===== src/design/srsp_pkg.sv =====
// Shared types, constants and palette for the stitch record stream parser.
// No dependencies; every other file in design/ imports this package.
package srsp_pkg;

    // Kind of one result item
    typedef enum logic [1:0] {
        KIND_THREAD = 2'd0,
        KIND_STITCH = 2'd1,
        KIND_END    = 2'd2
    } t_item_kind;

    // Kind of one stitch
    typedef enum logic [1:0] {
        STITCH_NORMAL = 2'd0,
        STITCH_STOP   = 2'd1,
        STITCH_TRIM   = 2'd2
    } t_stitch_kind;

    // Parser phase of the front end
    typedef enum logic [2:0] {
        PH_HEADER  = 3'd0,
        PH_COLORS  = 3'd1,
        PH_COUNT   = 3'd2,
        PH_RECORDS = 3'd3,
        PH_DONE    = 3'd4
    } t_phase;

    // One input beat
    typedef struct packed {
        logic [7:0] data_byte;
        logic       end_of_input;
    } t_in_item;

    // One result beat
    typedef struct packed {
        t_item_kind          item_kind;
        logic [7:0]          color_index;
        logic [23:0]         color_rgb;
        logic                bad_color;
        logic signed [23:0]  pos_x;
        logic signed [23:0]  pos_y;
        t_stitch_kind        stitch_kind;
        logic                last_of_run;
    } t_result;

    // Command from the front end to the back end: one primary result,
    // optionally followed by an end item caused by the same byte
    typedef struct packed {
        t_item_kind  kind;
        logic        end_after;
        logic [7:0]  data;    // color index for threads, flag byte for stitches
        logic [23:0] raw_x;
        logic [23:0] raw_y;
    } t_cmd;

    // Byte positions inside the header, a record and the color table
    localparam logic [3:0] POS_HEADER_LAST = 4'd3;
    localparam logic [3:0] POS_X_END       = 4'd3;
    localparam logic [3:0] POS_Y_START     = 4'd4;
    localparam logic [3:0] POS_Y_END       = 4'd7;
    localparam logic [3:0] POS_RECORD_LAST = 4'd8;
    localparam logic [4:0] COLORS_LAST     = 5'd15;

    // Color index and coordinate decode constants
    localparam logic [7:0]  MAX_COLOR_INDEX = 8'd15;
    localparam logic [23:0] COORD_MAG_MASK  = 24'h7FFFFF;
    localparam logic [23:0] COORD_NEG_BIAS  = 24'h7FFFFE;
    localparam int          FLAG_STOP_BIT   = 0;
    localparam int          FLAG_TRIM_BIT   = 2;

    // Fixed 16-entry thread palette, red in the top byte
    function automatic logic [23:0] palette_rgb(input logic [3:0] idx);
        logic [23:0] rgb;
        case (idx)
            4'd0:    rgb = 24'h000000;
            4'd1:    rgb = 24'h000080;
            4'd2:    rgb = 24'h0000FF;
            4'd3:    rgb = 24'h008080;
            4'd4:    rgb = 24'h00FFFF;
            4'd5:    rgb = 24'h800080;
            4'd6:    rgb = 24'hFF00FF;
            4'd7:    rgb = 24'h800000;
            4'd8:    rgb = 24'hFF0000;
            4'd9:    rgb = 24'h008000;
            4'd10:   rgb = 24'h00FF00;
            4'd11:   rgb = 24'h808000;
            4'd12:   rgb = 24'hFFFF00;
            4'd13:   rgb = 24'h808080;
            4'd14:   rgb = 24'hC0C0C0;
            default: rgb = 24'hFFFFFF;
        endcase
        return rgb;
    endfunction

endpackage


===== src/design/srsp_front.sv =====
// Front end: tracks the file layout byte by byte and issues result commands.
// Depends on srsp_pkg.
module srsp_front (
    input  logic              i_clk,
    input  logic              i_rst_n,
    input  logic              i_accept,
    input  srsp_pkg::t_in_item i_item,
    output logic              o_cmd_valid,
    output srsp_pkg::t_cmd    o_cmd
);
    import srsp_pkg::*;

    t_phase      r_phase, n_phase;
    logic [3:0]  r_pos, n_pos;
    logic [4:0]  r_colors, n_colors;
    logic [15:0] r_left, n_left;
    logic [23:0] r_x, n_x;
    logic [23:0] r_y, n_y;
    logic [15:0] count_word;
    logic [7:0]  b;

    assign b          = i_item.data_byte;
    assign count_word = {r_left[15:8], b};

    // Hold control state
    always_ff @(posedge i_clk) begin
        if (!i_rst_n) begin
            r_phase  <= PH_HEADER;
            r_pos    <= '0;
            r_colors <= '0;
            r_left   <= '0;
        end else begin
            r_phase  <= n_phase;
            r_pos    <= n_pos;
            r_colors <= n_colors;
            r_left   <= n_left;
        end
    end

    // Hold record coordinate bytes
    always_ff @(posedge i_clk) begin
        r_x <= n_x;
        r_y <= n_y;
    end

    // Advance the parser on each accepted beat
    always_comb begin
        n_phase     = r_phase;
        n_pos       = r_pos;
        n_colors    = r_colors;
        n_left      = r_left;
        n_x         = r_x;
        n_y         = r_y;
        o_cmd_valid = 1'b0;
        o_cmd       = '0;
        if (i_accept && r_phase != PH_DONE) begin
            unique case (r_phase)
                PH_HEADER: begin
                    if (r_pos == POS_HEADER_LAST) begin
                        n_pos   = '0;
                        n_phase = PH_COLORS;
                    end else begin
                        n_pos = r_pos + 4'd1;
                    end
                end
                PH_COLORS: begin
                    if (r_pos == 4'd0) begin
                        n_pos = 4'd1;
                    end else begin
                        o_cmd_valid = 1'b1;
                        o_cmd.kind  = KIND_THREAD;
                        o_cmd.data  = b;
                        n_pos       = '0;
                        n_colors    = r_colors + 5'd1;
                        if (r_colors == COLORS_LAST) begin
                            n_phase = PH_COUNT;
                        end
                    end
                end
                PH_COUNT: begin
                    if (r_pos == 4'd0) begin
                        n_left = {b, 8'h00};
                        n_pos  = 4'd1;
                    end else begin
                        n_left = count_word;
                        n_pos  = '0;
                        if (count_word == 16'd0) begin
                            o_cmd_valid = 1'b1;
                            o_cmd.kind  = KIND_END;
                            n_phase     = PH_DONE;
                        end else begin
                            n_phase = PH_RECORDS;
                        end
                    end
                end
                PH_RECORDS: begin
                    // shift coordinate bytes in, most significant first
                    if (r_pos < POS_X_END) begin
                        n_x = {r_x[15:0], b};
                    end
                    if (r_pos >= POS_Y_START && r_pos < POS_Y_END) begin
                        n_y = {r_y[15:0], b};
                    end
                    if (r_pos == POS_RECORD_LAST) begin
                        o_cmd_valid = 1'b1;
                        o_cmd.kind  = KIND_STITCH;
                        o_cmd.data  = b;
                        o_cmd.raw_x = r_x;
                        o_cmd.raw_y = r_y;
                        n_pos       = '0;
                        n_left      = r_left - 16'd1;
                        if (r_left == 16'd1) begin
                            o_cmd.end_after = 1'b1;
                            n_phase         = PH_DONE;
                        end
                    end else begin
                        n_pos = r_pos + 4'd1;
                    end
                end
                default: begin
                    n_phase = r_phase;
                end
            endcase
            // close the pattern on an early end of input
            if (i_item.end_of_input && n_phase != PH_DONE) begin
                n_phase = PH_DONE;
                if (o_cmd_valid) begin
                    o_cmd.end_after = 1'b1;
                end else begin
                    o_cmd_valid = 1'b1;
                    o_cmd.kind  = KIND_END;
                end
            end
        end
    end

endmodule


===== src/design/srsp_cmd_fifo.sv =====
// Short command queue between front and back end, register based.
// Depends on srsp_pkg for the command type.
module srsp_cmd_fifo #(
    parameter int DEPTH = 4
) (
    input  logic           i_clk,
    input  logic           i_rst_n,
    input  logic           i_wr_en,
    input  srsp_pkg::t_cmd i_wr_data,
    input  logic           i_rd_en,
    output logic           o_full,
    output logic           o_empty,
    output srsp_pkg::t_cmd o_rd_data
);
    import srsp_pkg::*;

    localparam int PTR_W = (DEPTH > 1) ? $clog2(DEPTH) : 1;
    localparam int CNT_W = $clog2(DEPTH + 1);
    localparam logic [PTR_W-1:0] PTR_LAST = PTR_W'(DEPTH - 1);
    localparam logic [CNT_W-1:0] CNT_FULL = CNT_W'(DEPTH);

    t_cmd             r_mem [DEPTH];
    logic [PTR_W-1:0] r_wr_ptr, r_rd_ptr;
    logic [CNT_W-1:0] r_count;
    logic             do_wr, do_rd;

    assign o_full    = (r_count == CNT_FULL);
    assign o_empty   = (r_count == '0);
    assign do_wr     = i_wr_en && !o_full;
    assign do_rd     = i_rd_en && !o_empty;
    assign o_rd_data = r_mem[r_rd_ptr];

    // Store written beats
    always_ff @(posedge i_clk) begin
        if (do_wr) begin
            r_mem[r_wr_ptr] <= i_wr_data;
        end
    end

    // Advance pointers and fill count
    always_ff @(posedge i_clk) begin
        if (!i_rst_n) begin
            r_wr_ptr <= '0;
            r_rd_ptr <= '0;
            r_count  <= '0;
        end else begin
            if (do_wr) begin
                r_wr_ptr <= (r_wr_ptr == PTR_LAST) ? '0 : r_wr_ptr + PTR_W'(1);
            end
            if (do_rd) begin
                r_rd_ptr <= (r_rd_ptr == PTR_LAST) ? '0 : r_rd_ptr + PTR_W'(1);
            end
            if (do_wr && !do_rd) begin
                r_count <= r_count + CNT_W'(1);
            end else if (do_rd && !do_wr) begin
                r_count <= r_count - CNT_W'(1);
            end
        end
    end

endmodule


===== src/design/srsp_back.sv =====
// Back end: expands commands into result beats, decodes palette and coordinates,
// and holds the output register. Depends on srsp_pkg.
module srsp_back (
    input  logic              i_clk,
    input  logic              i_rst_n,
    input  logic              i_cmd_empty,
    input  srsp_pkg::t_cmd    i_cmd,
    output logic              o_cmd_pop,
    input  logic              i_pop,
    output logic              o_empty,
    output srsp_pkg::t_result o_result
);
    import srsp_pkg::*;

    logic    r_valid, n_valid;
    logic    r_second, n_second;
    t_result r_result, n_result;
    logic    load;
    t_result primary;

    // File's sign rule: values above the positive range wrap onto -8388606..1
    function automatic logic [23:0] decode_coord(input logic [23:0] raw);
        logic [23:0] v;
        if (raw > COORD_MAG_MASK) begin
            v = (raw & COORD_MAG_MASK) - COORD_NEG_BIAS;
        end else begin
            v = raw;
        end
        return v;
    endfunction

    // Build the primary result of the head command
    always_comb begin
        primary           = '0;
        primary.item_kind = i_cmd.kind;
        case (i_cmd.kind)
            KIND_THREAD: begin
                primary.color_index = i_cmd.data;
                primary.bad_color   = (i_cmd.data > MAX_COLOR_INDEX);
                primary.color_rgb   = (i_cmd.data > MAX_COLOR_INDEX) ? 24'h000000
                                      : palette_rgb(i_cmd.data[3:0]);
            end
            KIND_STITCH: begin
                primary.pos_x = decode_coord(i_cmd.raw_x);
                primary.pos_y = decode_coord(i_cmd.raw_y);
                if (i_cmd.data[FLAG_STOP_BIT]) begin
                    primary.stitch_kind = STITCH_STOP;
                end else if (i_cmd.data[FLAG_TRIM_BIT]) begin
                    primary.stitch_kind = STITCH_TRIM;
                end else begin
                    primary.stitch_kind = STITCH_NORMAL;
                end
            end
            default: begin
                primary.item_kind = KIND_END;
            end
        endcase
        primary.last_of_run = !i_cmd.end_after;
    end

    assign load    = !r_valid || i_pop;
    assign o_empty = !r_valid;

    // Load the output register from the head command
    always_comb begin
        n_valid   = r_valid;
        n_second  = r_second;
        n_result  = r_result;
        o_cmd_pop = 1'b0;
        if (load) begin
            if (r_second) begin
                // trailing end item of the same byte
                n_result             = '0;
                n_result.item_kind   = KIND_END;
                n_result.last_of_run = 1'b1;
                n_valid              = 1'b1;
                n_second             = 1'b0;
                o_cmd_pop            = 1'b1;
            end else if (!i_cmd_empty) begin
                n_result = primary;
                n_valid  = 1'b1;
                if (i_cmd.end_after) begin
                    n_second = 1'b1;
                end else begin
                    o_cmd_pop = 1'b1;
                end
            end else begin
                n_valid = 1'b0;
            end
        end
    end

    // Hold control state
    always_ff @(posedge i_clk) begin
        if (!i_rst_n) begin
            r_valid  <= 1'b0;
            r_second <= 1'b0;
        end else begin
            r_valid  <= n_valid;
            r_second <= n_second;
        end
    end

    // Hold the waiting result
    always_ff @(posedge i_clk) begin
        r_result <= n_result;
    end

    assign o_result = r_result;

endmodule


===== src/design/stitch_record_stream_parser.sv =====
// Top level of the stitch record stream parser: front end, command queue, back end.
// Depends on srsp_pkg, srsp_front, srsp_cmd_fifo and srsp_back.
//
//   channel  | handshake            | payload
//   ---------+----------------------+-------------------------------
//   input    | push in, full out    | i_item   (data_byte, end_of_input)
//   result   | pop in, empty out    | o_result (one thread, stitch or end item)
//
// One byte is accepted per cycle while full is low; the front end updates its position
// counters in the cycle of acceptance. A result passes the command queue, then the
// output register. A byte that causes two results (a thread or stitch plus the end
// item) stays queued until the end item is loaded. Reset is synchronous and clears all
// control state. full rises only when the command queue fills while pop is held low.
module stitch_record_stream_parser #(
    parameter int CMD_DEPTH = 4
) (
    input  logic               i_clk,
    input  logic               i_rst_n,
    input  logic               push,
    output logic               full,
    input  srsp_pkg::t_in_item i_item,
    output logic               empty,
    input  logic               pop,
    output srsp_pkg::t_result  o_result
);
    import srsp_pkg::*;

    logic accept;
    logic cmd_valid;
    t_cmd cmd_in;
    t_cmd cmd_head;
    logic cmd_empty;
    logic cmd_pop;

    assign accept = push && !full;

    // Classify incoming bytes
    srsp_front u_front (
        .i_clk       (i_clk),
        .i_rst_n     (i_rst_n),
        .i_accept    (accept),
        .i_item      (i_item),
        .o_cmd_valid (cmd_valid),
        .o_cmd       (cmd_in)
    );

    // Decouple front and back
    srsp_cmd_fifo #(
        .DEPTH (CMD_DEPTH)
    ) u_cmd_fifo (
        .i_clk     (i_clk),
        .i_rst_n   (i_rst_n),
        .i_wr_en   (cmd_valid),
        .i_wr_data (cmd_in),
        .i_rd_en   (cmd_pop),
        .o_full    (full),
        .o_empty   (cmd_empty),
        .o_rd_data (cmd_head)
    );

    // Emit result beats
    srsp_back u_back (
        .i_clk       (i_clk),
        .i_rst_n     (i_rst_n),
        .i_cmd_empty (cmd_empty),
        .i_cmd       (cmd_head),
        .o_cmd_pop   (cmd_pop),
        .i_pop       (pop),
        .o_empty     (empty),
        .o_result    (o_result)
    );

endmodule

===== config.mk =====
export PLATFORM = sky130hd
export DESIGN_NAME = stitch_record_stream_parser
export DESIGN_NICKNAME = d
export VERILOG_FILES = /design/src/design/srsp_pkg.sv /design/src/design/srsp_front.sv /design/src/design/srsp_cmd_fifo.sv /design/src/design/srsp_back.sv /design/src/design/stitch_record_stream_parser.sv
export SDC_FILE = /design/constraint.sdc
export NUM_CORES = 1
export LEC_CHECK = 0
export ABC_CLOCK_PERIOD_IN_PS = 8600
export BUFFER_PORTS_ARGS = -buffer_cell sky130_fd_sc_hd__buf_4
export CAP_MARGIN = 20
export CELL_PAD_IN_SITES_DETAIL_PLACEMENT = 1
export CELL_PAD_IN_SITES_GLOBAL_PLACEMENT = 2
export CORE_UTILIZATION = 30
export DETAILED_ROUTE_END_ITERATION = 10
export GPL_TIMING_DRIVEN = 0
export PLACE_DENSITY = 0.59
export SYNTH_ARGS = -nofsm -noshare
export SYNTH_HDL_FRONTEND = slang
export SYNTH_SLANG_ARGS = --single-unit

===== constraint.sdc =====
create_clock -name i_clk -period 8.6 [get_ports i_clk]
set_input_delay 1.72 -clock i_clk [delete_from_list [all_inputs] [get_ports i_clk]]
set_output_delay 1.72 -clock i_clk [all_outputs]
set_load 0.02 [all_outputs]

==> flow_summary.json, run 1 <==
{
  "fp.dieW_um": 239,
  "fmax_ghz": 0.246,
  "min_path_cells": 0,
  "setup_viol": 0,
  "worst_clock_skew_ps": 25.2,
  "synthesis.nets": 1100,
  "ys_seq_area_frac": 0.680,
  "drtIter0Drc": 580,
  "r2r-start": "u_front.r_pos[0]",
  "end_kind": "register",
  "cp.required_ps": 9100,
  "reg2reg_to": "u_cmd_fifo.r_count[2]",
  "worstSetupPathType": "in2reg",
  "finalPower_mw": 6.24,
  "leakage_nw": 6.94,
  "grt_pass1_wl_um": 60400,
  "areaGrowthSynthToFinish_pct": 20.7,
  "tns_ps": 0,
  "cts.htree.levels": 2,
  "initial_core_util": 0.305,
  "clock-root-buffer": "clkbuf_16",
  "clkSlewWorstSetupHoldPaths_ps": 60,
  "io_pins": 101,
  "synth_cell_type_count": 77,
  "cp-start-kind": "primary input",
  "peakVddDrop_mv": 0.136,
  "min_period_over_period": 0.472,
  "ctsResizeCount": 0,
  "antenna_found_initial": 0,
  "n_fill_cell": 5627,
  "avgViaCountPerCell": 4.65,
  "r2r_cells": 13,
  "finalHoldViolCount": 0,
  "num-nets-final": 1261,
  "cts_sinks": 394,
  "cts_setup_buffers": 0,
  "min_to": "u_front.r_y[9]",
  "holdCritPathClass": "reg2reg",
  "cts_tree": "built",
  "max-clock-path-buffers": 3,
  "crit_path_max_fanout": 9,
  "grt_max_degree": 39,
  "grt-ovfl-total": 0,
  "dp_hpwl_um": 26700,
  "synth_area_um2": 16800,
  "layout_min_cycle_time_ps": 4060,
  "portBuffers": 100,
  "grt_use_met2": 0.241,
  "coreArea_um2": 55200,
  "met3_usage": 0.0225,
  "route.detailed.drc": 0,
  "die-height_um": 239,
  "first_pass_iters": 4,
  "worstSkewPairLatency_ps": 570,
  "drv_cap": 0,
  "cts_buffers": 46,
  "antenna_left": 0,
  "avgSynthCellArea_um2": 15.8,
  "grt_pass1_vias": 9963,
  "synthesis.instances": 1066,
  "ff2ff_setup_slack_ps": 4780,
  "worst_pin_slew_ps": 906,
  "regArea_um2": 11400,
  "wl_per_cell_um": 19.7,
  "power_density_nw_per_um2": 308,
  "async_reset_ff_frac": 0,
  "relSlewSlack": 0.392,
  "holdCritStartpoint": "u_front.r_y[1]",
  "synth_ff_type": "edfxtp_1",
  "rows": 86,
  "synth_warnings": 0,
  "status": "completed",
  "synth_edf_count": 355,
  "crit_arrival_ps": 4560,
  "gp_congestion": 0.754,
  "maxSlewViolCount": 0,
  "rsz0062_at_grt": "no",
  "multi_input_area_um2": 4880,
  "met1_usage": 0.183,
  "vias": 9351,
  "holdBufCountCts": 0,
  "routed_wl_um": 39600,
  "track_usage": 0.141,
  "ys_ff_latch": 394,
  "antenna_cells": 0,
  "die-area_um2": 57000,
  "drive_gt1_frac": 0.210,
  "grt_busiest_layer": "met2"
}
[layout make-up]
| class | instances | area share |
|---|---|---|
| Clock inverter | 24 | 0.0152 |
| Multi-Input combinational cell | 591 | 0.240 |
| Sequential cell | 394 | 0.564 |
| Timing Repair Buffer | 113 | 0.0472 |
| Buffer | 59 | 0.0218 |
| Tap cell | 748 | 0.0461 |
| Inverter | 22 | 0.00407 |
| Clock buffer | 61 | 0.0615 |
[where the power goes]
part / internal [mW] / leakage [nW] / switching, mW
logic: 0.727 / 2.57 / 1.04
clock network: 1.23 / 0.743 / 0.770
registers: 2.40 / 3.63 / 0.0763
total: 4.36 / 6.94 / 1.89
[through the flow]
| step | cell area, um2 | hold slack (ps) | cells | worst slack [ps] | utilization |
|---|---|---|---|---|---|
| after floorplan | 16800 | 417 | 1066 | 3350 | - |
| after global placement | 18500 | 426 | 1914 | 1490 | 0.335 |
| after detailed placement | 18700 | 427 | 1926 | 3940 | 0.339 |
| after CTS | 20300 | 428 | 2011 | 4540 | 0.368 |
| after global routing | 20300 | 442 | 2012 | 4310 | 0.368 |
| final | 20300 | 437 | 2012 | 4540 | 0.368 |
[routing by layer]
layer / up-vias / share of wire
li1: 4400 / -
met1: 4765 / 0.44
met2: 145 / 0.50
met3: 41 / 0.037
met4: 0 / 0.016
met5: - / 0
[cell usage after synthesis, types with 3 or more instances]
cell type | instances | area [um2]
and3_1 | 13 | 81.3
buf_12 | 3 | 60.1
mux4_1 | 40 | 1050
buf_4 | 16 | 120
a31oi_1 | 3 | 18.8
o22ai_1 | 3 | 18.8
a21oi_1 | 33 | 165
o221a_2 | 3 | 33.8
o21a_1 | 5 | 37.5
mux2i_1 | 10 | 100
a21boi_0 | 5 | 37.5
dfxtp_1 | 39 | 781
nor3b_1 | 5 | 37.5
nor2_1 | 91 | 342
clkbuf_1 | 22 | 82.6
or3_1 | 8 | 50.1
xnor2_1 | 23 | 201
inv_1 | 20 | 75.1
nand2_1 | 41 | 154
nand2b_1 | 8 | 50.1
buf_2 | 6 | 30.0
edfxtp_1 | 355 | 10700
clkbuf_8 | 6 | 82.6
nand3_1 | 31 | 155
nand4_1 | 10 | 62.6
o21ai_0 | 24 | 120
mux4_2 | 17 | 383
xor2_1 | 24 | 210
buf_6 | 6 | 67.6
a211oi_1 | 5 | 37.5
ha_1 | 20 | 250
nor3_1 | 12 | 60.1
and2_1 | 76 | 475
nor2b_1 | 12 | 75.1
nor4_1 | 15 | 93.8
[cell usage in the layout (no fill, tap or decap), types with 10 or more instances in the layout]
cell type and n:
nand2_1 41, mux4_2 17, clkbuf_16 47, and3_1 13, nand3_1 31, ha_1 20
nor2b_1 12, mux4_1 40, inv_1 20, dfxtp_1 39, mux2i_1 10, o21ai_0 24
nand4_1 10, edfxtp_1 355, xnor2_1 23, buf_4 120, and2_1 72, clkbuf_1 34
nor3_1 12, nor2_1 90, nor4_1 14, a21oi_1 33, xor2_1 24
[kinds of logic (layout without fill, tap and decap cells)]
family,Yosys count,in the layout,synth area share
DFF,394,394,0.680
and+or+nand+nor,347,347,0.114
AOI/OAI and AO/OA,107,107,0.0411
buffers and inverters,81,279,0.0312
muxes,69,69,0.0934
xor gates and xnor gates,47,47,0.0245
adders and majority gates,21,21,0.0161
[state kept, by name, indices dropped and copies added (netlist names), 2 cells and up, named ones only]
| register | cells |
|---|---|
| u_cmd_fifo.r_mem | 236 |
| u_back.o_result | 71 |
| u_front.r_x | 24 |
| u_front.r_y | 24 |
| u_front.r_left | 16 |
| u_front.r_colors | 5 |
| u_front.r_pos | 4 |
| u_cmd_fifo.r_count | 3 |
| u_front.r_phase | 3 |
| u_cmd_fifo.r_rd_ptr | 2 |
| u_cmd_fifo.r_wr_ptr | 2 |
[worst max-delay path, stage by stage]
cell and delay (ps):
buf_4 180, nor4_1 280, nand3_1 160, nor3_1 480
o31a_1 400, ha_1 260, inv_1 60, fa_1 370
xor2_1 180, or3_1 300, a21boi_0 160
[how the worst max path moves through the flow]
stage	from	end	slack, ps	cells after the start
finish	i_item[3]	u_cmd_fifo.r_count[2]	4540	11
global route	i_item[3]	u_cmd_fifo.r_count[2]	4310	11
CTS	i_item[3]	u_cmd_fifo.r_count[2]	4540	11
detailed placement	i_item[3]	u_cmd_fifo.r_count[2]	3940	11
global placement	push	u_front.r_y[20]	1490	4
floorplan	pop	u_back.o_result[0]	3350	2
(Power assumes the default switching activity.)
==> run 2: changes to the inputs <==
--- a/config.mk
+++ b/config.mk
@@ -5,7 +5,8 @@
 export SDC_FILE = /design/constraint.sdc
 export NUM_CORES = 1
 export LEC_CHECK = 0
-export ABC_CLOCK_PERIOD_IN_PS = 8600
+export ABC_AREA = 1
+export ABC_CLOCK_PERIOD_IN_PS = 3400
 export BUFFER_PORTS_ARGS = -buffer_cell sky130_fd_sc_hd__buf_4
 export CAP_MARGIN = 20
 export CELL_PAD_IN_SITES_DETAIL_PLACEMENT = 1
@@ -13,7 +14,7 @@
 export CORE_UTILIZATION = 30
 export DETAILED_ROUTE_END_ITERATION = 10
 export GPL_TIMING_DRIVEN = 0
-export PLACE_DENSITY = 0.59
+export PLACE_DENSITY = 0.66
 export SYNTH_ARGS = -nofsm -noshare
 export SYNTH_HDL_FRONTEND = slang
 export SYNTH_SLANG_ARGS = --single-unit
==> constraint.sdc (replaced) <==
create_clock -name i_clk -period 3.4 [get_ports i_clk]
set_input_delay 0.68 -clock i_clk [delete_from_list [all_inputs] [get_ports i_clk]]
set_output_delay 0.68 -clock i_clk [all_outputs]
set_load 0.02 [all_outputs]
==> flow_summary.json, run 2 <==
{
  "reg2reg_to": "u_cmd_fifo.r_count[2]",
  "first_pass_iters": 5,
  "relSlewSlack": 0.371,
  "r2r_cells": 17,
  "antenna_left": 0,
  "fmax_ghz": 0.317,
  "synth_area_um2": 17600,
  "layout_min_cycle_time_ps": 3160,
  "end_kind": "register",
  "die-area_um2": 59700,
  "io_pins": 101,
  "grt_max_degree": 72,
  "maxSlewViolCount": 0,
  "worstSkewPairLatency_ps": 580,
  "largest_reg_flops": 236,
  "num-nets-final": 1846,
  "p_sw_mw": 6.93,
  "synth_warnings": 0,
  "final_cell_mix": "nand2_1, edfxtp_1, nor2_1",
  "leakage_nw": 8.08,
  "grt-ovfl-total": 0,
  "grt_pass1_vias": 12646,
  "cts_tree": "built",
  "n_fill_cell": 6463,
  "holdCritStartpoint": "pop",
  "ys_ff_latch": 394,
  "avgViaCountPerCell": 4.70,
  "rows": 88,
  "dpl-instance-area_um2": 19600,
  "power_frac_comb": 0.380,
  "worst_pin_slew_ps": 944,
  "worst_clock_skew_ps": 28.8,
  "synth_ff_type": "edfxtp_1",
  "wl_per_cell_um": 19.4,
  "cts_buffers": 45,
  "fp.dieW_um": 244,
  "portBuffers": 100,
  "dp_hpwl_um": 35700,
  "crit_arrival_ps": 3660,
  "routed_wl_um": 50700,
  "cts.htree.levels": 2,
  "switching_share": 0.384,
  "power_density_nw_per_um2": 856,
  "cts_sinks": 394,
  "route.detailed.drc": 0,
  "ff2ff_setup_slack_ps": 240,
  "crit_buf_inv": 6,
  "finalHoldViolCount": 0,
  "status": "completed",
  "p_int_mw": 11.1,
  "vias": 12262,
  "finalInstanceArea_um2": 21100,
  "antenna_found_initial": 0,
  "min_to": "u_back.r_second",
  "coreArea_um2": 57900,
  "peakVddDrop_mv": 0.401,
  "min_path_cells": 4,
  "avgSynthCellArea_um2": 10.7,
  "synth_edf_count": 355,
  "grt_pass1_wl_um": 77200,
  "clkSlewWorstSetupHoldPaths_ps": 60,
  "holdCritPathClass": "in2reg",
  "yosysMostFrequentCell": "nand2_1",
  "hold_slack_ps": 403,
  "min_period_over_period": 0.929,
  "synthesis.nets": 1686,
  "critPathMostFrequentCell": "nand2_1",
  "holdBufCountCts": 0,
  "clock-root-buffer": "clkbuf_16",
  "cp-start-kind": "register",
  "synth_cell_type_count": 60,
  "drtIter0Drc": 688,
  "cp_cell_sequence": "buf_4, inv_2, buf_6, buf_4, buf_2, o21ai_0, o22ai_2, nand2_1, nand2_1, ha_1, inv_1, fa_1, nor2_1, nor2_1, nand2_1, o21ai_0, a21oi_1",
  "p_clk_frac": 0.268,
  "synthesis.instances": 1652,
  "drive_gt1_frac": 0.187,
  "synthTopCellsByArea": "edfxtp_1, nand2_1, dfxtp_1",
  "max-clock-path-buffers": 3,
  "layout_commonest_cell": "nand2_1",
  "multi_input_area_um2": 5190,
  "critPathTopFamily": "buffers and inverters",
  "die-height_um": 244,
  "crit_path_max_fanout": 10,
  "antenna_cells": 0,
  "initial_core_util": 0.304,
  "synthTopCellsByCount": "nand2_1, edfxtp_1, nor2_1",
  "setup_viol": 0,
  "seqPwrFrac": 0.352,
  "cp.required_ps": 3900,
  "ys_seq_area_frac": 0.649,
  "regMostFlops": "u_cmd_fifo.r_mem",
  "drv_cap": 0,
  "synth_top_cell_area_share": 0.605,
  "critical_path.max_stage_delay_ps": 380,
  "worstSetupPathType": "reg2reg",
  "areaGrowthSynthToFinish_pct": 19.7,
  "critPathSlowestCell": "fa_1",
  "async_reset_ff_frac": 0,
  "yosysTopAreaCell": "edfxtp_1",
  "gp_congestion": 0.799,
  "regArea_um2": 11400,
  "track_usage": 0.172,
  "rsz0062_at_grt": "no"
}
run 2: cell families (layout without fill, tap and decap cells):
| family | count (synthesis) | after routing | synth area share |
|---|---|---|---|
| buffers and inverters | 211 | 404 | 0.0600 |
| adder cells (fa/ha/maj) | 21 | 21 | 0.0153 |
| flip-flops | 394 | 394 | 0.649 |
| AO/OA/AOI/OAI | 214 | 214 | 0.0703 |
| AND/OR/NAND/NOR | 805 | 806 | 0.202 |
| XOR/XNOR | 7 | 7 | 0.00348 |
run 2: stage by stage:
| step | utilization | power [mW] | setup WS (ps) | cells | setup TNS [ps] |
|---|---|---|---|---|---|
| final | 0.364 | 18.1 | 242 | 2611 | 0 |
| after global routing | 0.364 | 19.1 | 3.17 | 2611 | 0 |
| after CTS | 0.364 | 18.3 | 27.9 | 2611 | 0 |
| after detailed placement | 0.338 | 13.4 | -542 | 2528 | -49590 |
| after global placement | 0.334 | 13.3 | -2470 | 2517 | -606000 |
| after floorplan | - | 10.8 | -315 | 1652 | -74430 |
run 2: what timing repair did:
item	in CTS	in global routing
pin swaps	2	0
gates cloned	1	0
resized for setup	4	8
endpoints found under the setup margin	187	91
endpoints found under the hold margin	0	0
setup buffers	2	0
run 2: power groups by stage:
stage                     clock network (mW)  logic [mW]  registers (mW)
after detailed placement                   0        6.96            6.47
after global routing                    5.14        7.54            6.42
after global placement                     0        6.80            6.50
final                                   4.85        6.86            6.36
after CTS                               4.98        6.99            6.37
after floorplan                            0        3.78            7.03
run 2: cell type report:
cell class	instances	area share
buffer	76	0.0262
clock buffer	54	0.0575
clock inverter	27	0.0116
inverter	134	0.0242
multi-input combinational	1048	0.246
sequential	394	0.542
tap	765	0.0454
timing repair buffer	113	0.0468
run 2: worst max path at each step:
stage                                 from  depth (start not counted)                endpoint  slack (ps)
after floorplan           u_front.r_pos[0]                         13  u_cmd_fifo.r_mem[0][0]        -320
after global placement    u_front.r_pos[0]                         10  u_cmd_fifo.r_mem[0][3]       -2470
after detailed placement  u_front.r_pos[0]                         12  u_cmd_fifo.r_mem[1][6]        -540
after CTS                 u_front.r_pos[0]                         18   u_cmd_fifo.r_count[2]          30
after global routing              register                         17   u_cmd_fifo.r_count[2]           3
final                             register                         17   u_cmd_fifo.r_count[2]         240
run 2: worst reg2reg max path, cell delays in order (launching register included):
cell     delay (ps)
dfxtp_1         300
buf_4           160
inv_2           100
buf_6           190
buf_4           260
buf_2           300
o21ai_0         160
o22ai_2         210
nand2_1         120
nand2_1         220
ha_1            190
inv_1            70
fa_1            380
nor2_1          110
nor2_1           50
nand2_1          70
o21ai_0          80
a21oi_1         140
run 2: layer usage:
layer	track usage	routed length [um]
met5	0	0
met4	0.0456	882
met3	0.0234	1800
met2	0.295	24700
met1	0.227	23300
==> run 3: changes to the inputs <==
--- a/config.mk
+++ b/config.mk
@@ -11,10 +11,10 @@
 export CAP_MARGIN = 20
 export CELL_PAD_IN_SITES_DETAIL_PLACEMENT = 1
 export CELL_PAD_IN_SITES_GLOBAL_PLACEMENT = 2
-export CORE_UTILIZATION = 30
+export CORE_UTILIZATION = 37
 export DETAILED_ROUTE_END_ITERATION = 10
 export GPL_TIMING_DRIVEN = 0
-export PLACE_DENSITY = 0.66
+export PLACE_DENSITY = 0.78
 export SYNTH_ARGS = -nofsm -noshare
 export SYNTH_HDL_FRONTEND = slang
 export SYNTH_SLANG_ARGS = --single-unit
==> flow_summary.json, run 3 (synthesis gave the netlist of run 2 again) <==
{
  "leakage_nw": 8.10,
  "vias": 12432,
  "track_usage": 0.203,
  "grt_max_degree": 72,
  "io_pins": 101,
  "fp.dieW_um": 220,
  "met1_length_um": 21700,
  "grt-ovfl-total": 0,
  "critPathTopFamily": "simple AND/OR/NAND/NOR gates",
  "gp_congestion": 0.810,
  "wl_per_cell_um": 19.7,
  "p_clk_frac": 0.266,
  "cts_tree": "built",
  "antenna_cells": 0,
  "finalHoldViolCount": 0,
  "p_int_mw": 11.1,
  "grt_pass1_wl_um": 73800,
  "min_period_over_period": 0.921,
  "cp_cell_sequence": "inv_1, ha_1, nand2_1, clkbuf_2, nand2_1, nand2_2, a21oi_1, nand2_2, nand2_4, inv_1, ha_1, inv_1, fa_1, nor2_1, nor2_1, nand2_1, o21ai_0, a21oi_1",
  "die-area_um2": 48500,
  "max-clock-path-buffers": 3,
  "status": "complete, but fails checks",
  "worst_clock_skew_ps": 25.1,
  "drv_cap": 0,
  "layout_commonest_cell": "nand2_1",
  "dr_wl_met3_um": 1780,
  "num-nets-final": 1854,
  "drtIter0Drc": 735,
  "first_pass_iters": 8,
  "worst_pin_slew_ps": 943,
  "portBuffers": 100,
  "topRoutingLayerUsed": "met4",
  "rsz0062_at_grt": "no",
  "worstSetupPathType": "reg2reg",
  "cp-start-kind": "register",
  "crit_buf_inv": 4,
  "cts.htree.levels": 2,
  "hold_slack_ps": 367,
  "cp.required_ps": 3910,
  "power_density_nw_per_um2": 856,
  "seqPwrFrac": 0.354,
  "relSlewSlack": 0.371,
  "antenna_found_initial": 0,
  "wl_met2_um": 23900,
  "ff2ff_setup_slack_ps": 270,
  "largest_reg_flops": 236,
  "routed_wl_um": 48500,
  "rows": 79,
  "final_cell_mix": "nand2_1, edfxtp_1, nor2_1",
  "fmax_ghz": 0.319,
  "setup_viol": 0,
  "coreArea_um2": 46800,
  "areaGrowthSynthToFinish_pct": 19.1,
  "antenna_left": 0,
  "critPathSlowestCell": "fa_1",
  "regMostFlops": "u_cmd_fifo.r_mem",
  "layout_min_cycle_time_ps": 3130,
  "p_sw_mw": 6.85,
  "drive_gt1_frac": 0.188,
  "cts_sinks": 394,
  "n_fill_cell": 5153,
  "clock-root-buffer": "clkbuf_16",
  "die-height_um": 220,
  "dp_hpwl_um": 34100,
  "holdCritPathClass": "in2reg",
  "peakVddDrop_mv": 0.406,
  "critical_path.max_stage_delay_ps": 400,
  "maxSlewViolCount": 0,
  "clkSlewWorstSetupHoldPaths_ps": 60,
  "switching_share": 0.381,
  "worstSkewPairLatency_ps": 580,
  "crit_path_max_fanout": 10,
  "route.detailed.drc": 6,
  "grt_pass1_vias": 12791,
  "avgViaCountPerCell": 5.05,
  "finalPower_mw": 18.0,
  "cts_buffers": 45,
  "crit_arrival_ps": 3640,
  "end_kind": "register",
  "initial_core_util": 0.377,
  "violations": "design-rule violations",
  "power_frac_comb": 0.380
}
==> run 3: changes by cell type in the layout (fill, tap and decap cells not counted), moves of 3 or more <==
cell        change
clkinvlp_4      +3
clkinv_2        -8
clkinv_1        +9
buf_4           +6
==> run 3: metal layers <==
metal  vias up  GRT usage
li1       5995          -
met1      6169      0.262
met2       206      0.351
met3        62     0.0276
met4         0     0.0674
met5         -          0
==> run 3: timing repair <==
action,4_1_cts,5_1_grt
gates resized for setup,4,7
endpoints found under the setup margin,174,25
hold buffers,0,0
pin swaps,3,0
cloned,1,0
setup buffers,9,0
==> run 3: path summary, 6_finish.rpt <==
kind                                        from               endpoint  cells past startpoint
worst max-delay path            u_front.r_pos[0]  u_cmd_fifo.r_count[2]                     18
worst min-delay path                   i_item[8]         u_front.r_x[7]                      1
worst max register to register  u_front.r_pos[0]  u_cmd_fifo.r_count[2]                     18
worst min register to register    u_front.r_y[9]        u_front.r_y[17]                      0
==> run 3: through the flow <==
step	setup TNS [ps]	util	setup slack [ps]	cell area (um2)	cells
finish	0	0.449	268	21000	2462
CTS	0	0.448	70.9	21000	2462
floorplan	-74430	-	-315	17600	1652
global route	0	0.449	8.23	21000	2462
detailed placement	-25890	0.415	-292	19400	2371
global placement	-560660	0.409	-2250	19100	2359
==> run 3: cell type report <==
cell class / instances / area, um2 / share of cell area
plain buffers: 76 / 549 / 0.0262
clock buffers: 52 / 1190 / 0.0569
clock inverters: 30 / 253 / 0.0120
inverters: 134 / 510 / 0.0243
multi-input cells: 1048 / 5200 / 0.248
flip-flops and latches: 394 / 11400 / 0.545
well taps: 607 / 759 / 0.0362
repair buffers: 121 / 1080 / 0.0514
==> run 3: power by group through the flow <==
stage          registers, mW  logic [mW]  clock network (mW)
2_1_floorplan           7.03        3.78                   0
5_1_grt                 6.44        7.50                5.04
3_3_place_gp            6.50        6.65                   0
4_1_cts                 6.38        6.90                4.87
6_report                6.37        6.83                4.78
3_5_place_dp            6.48        6.85                   0
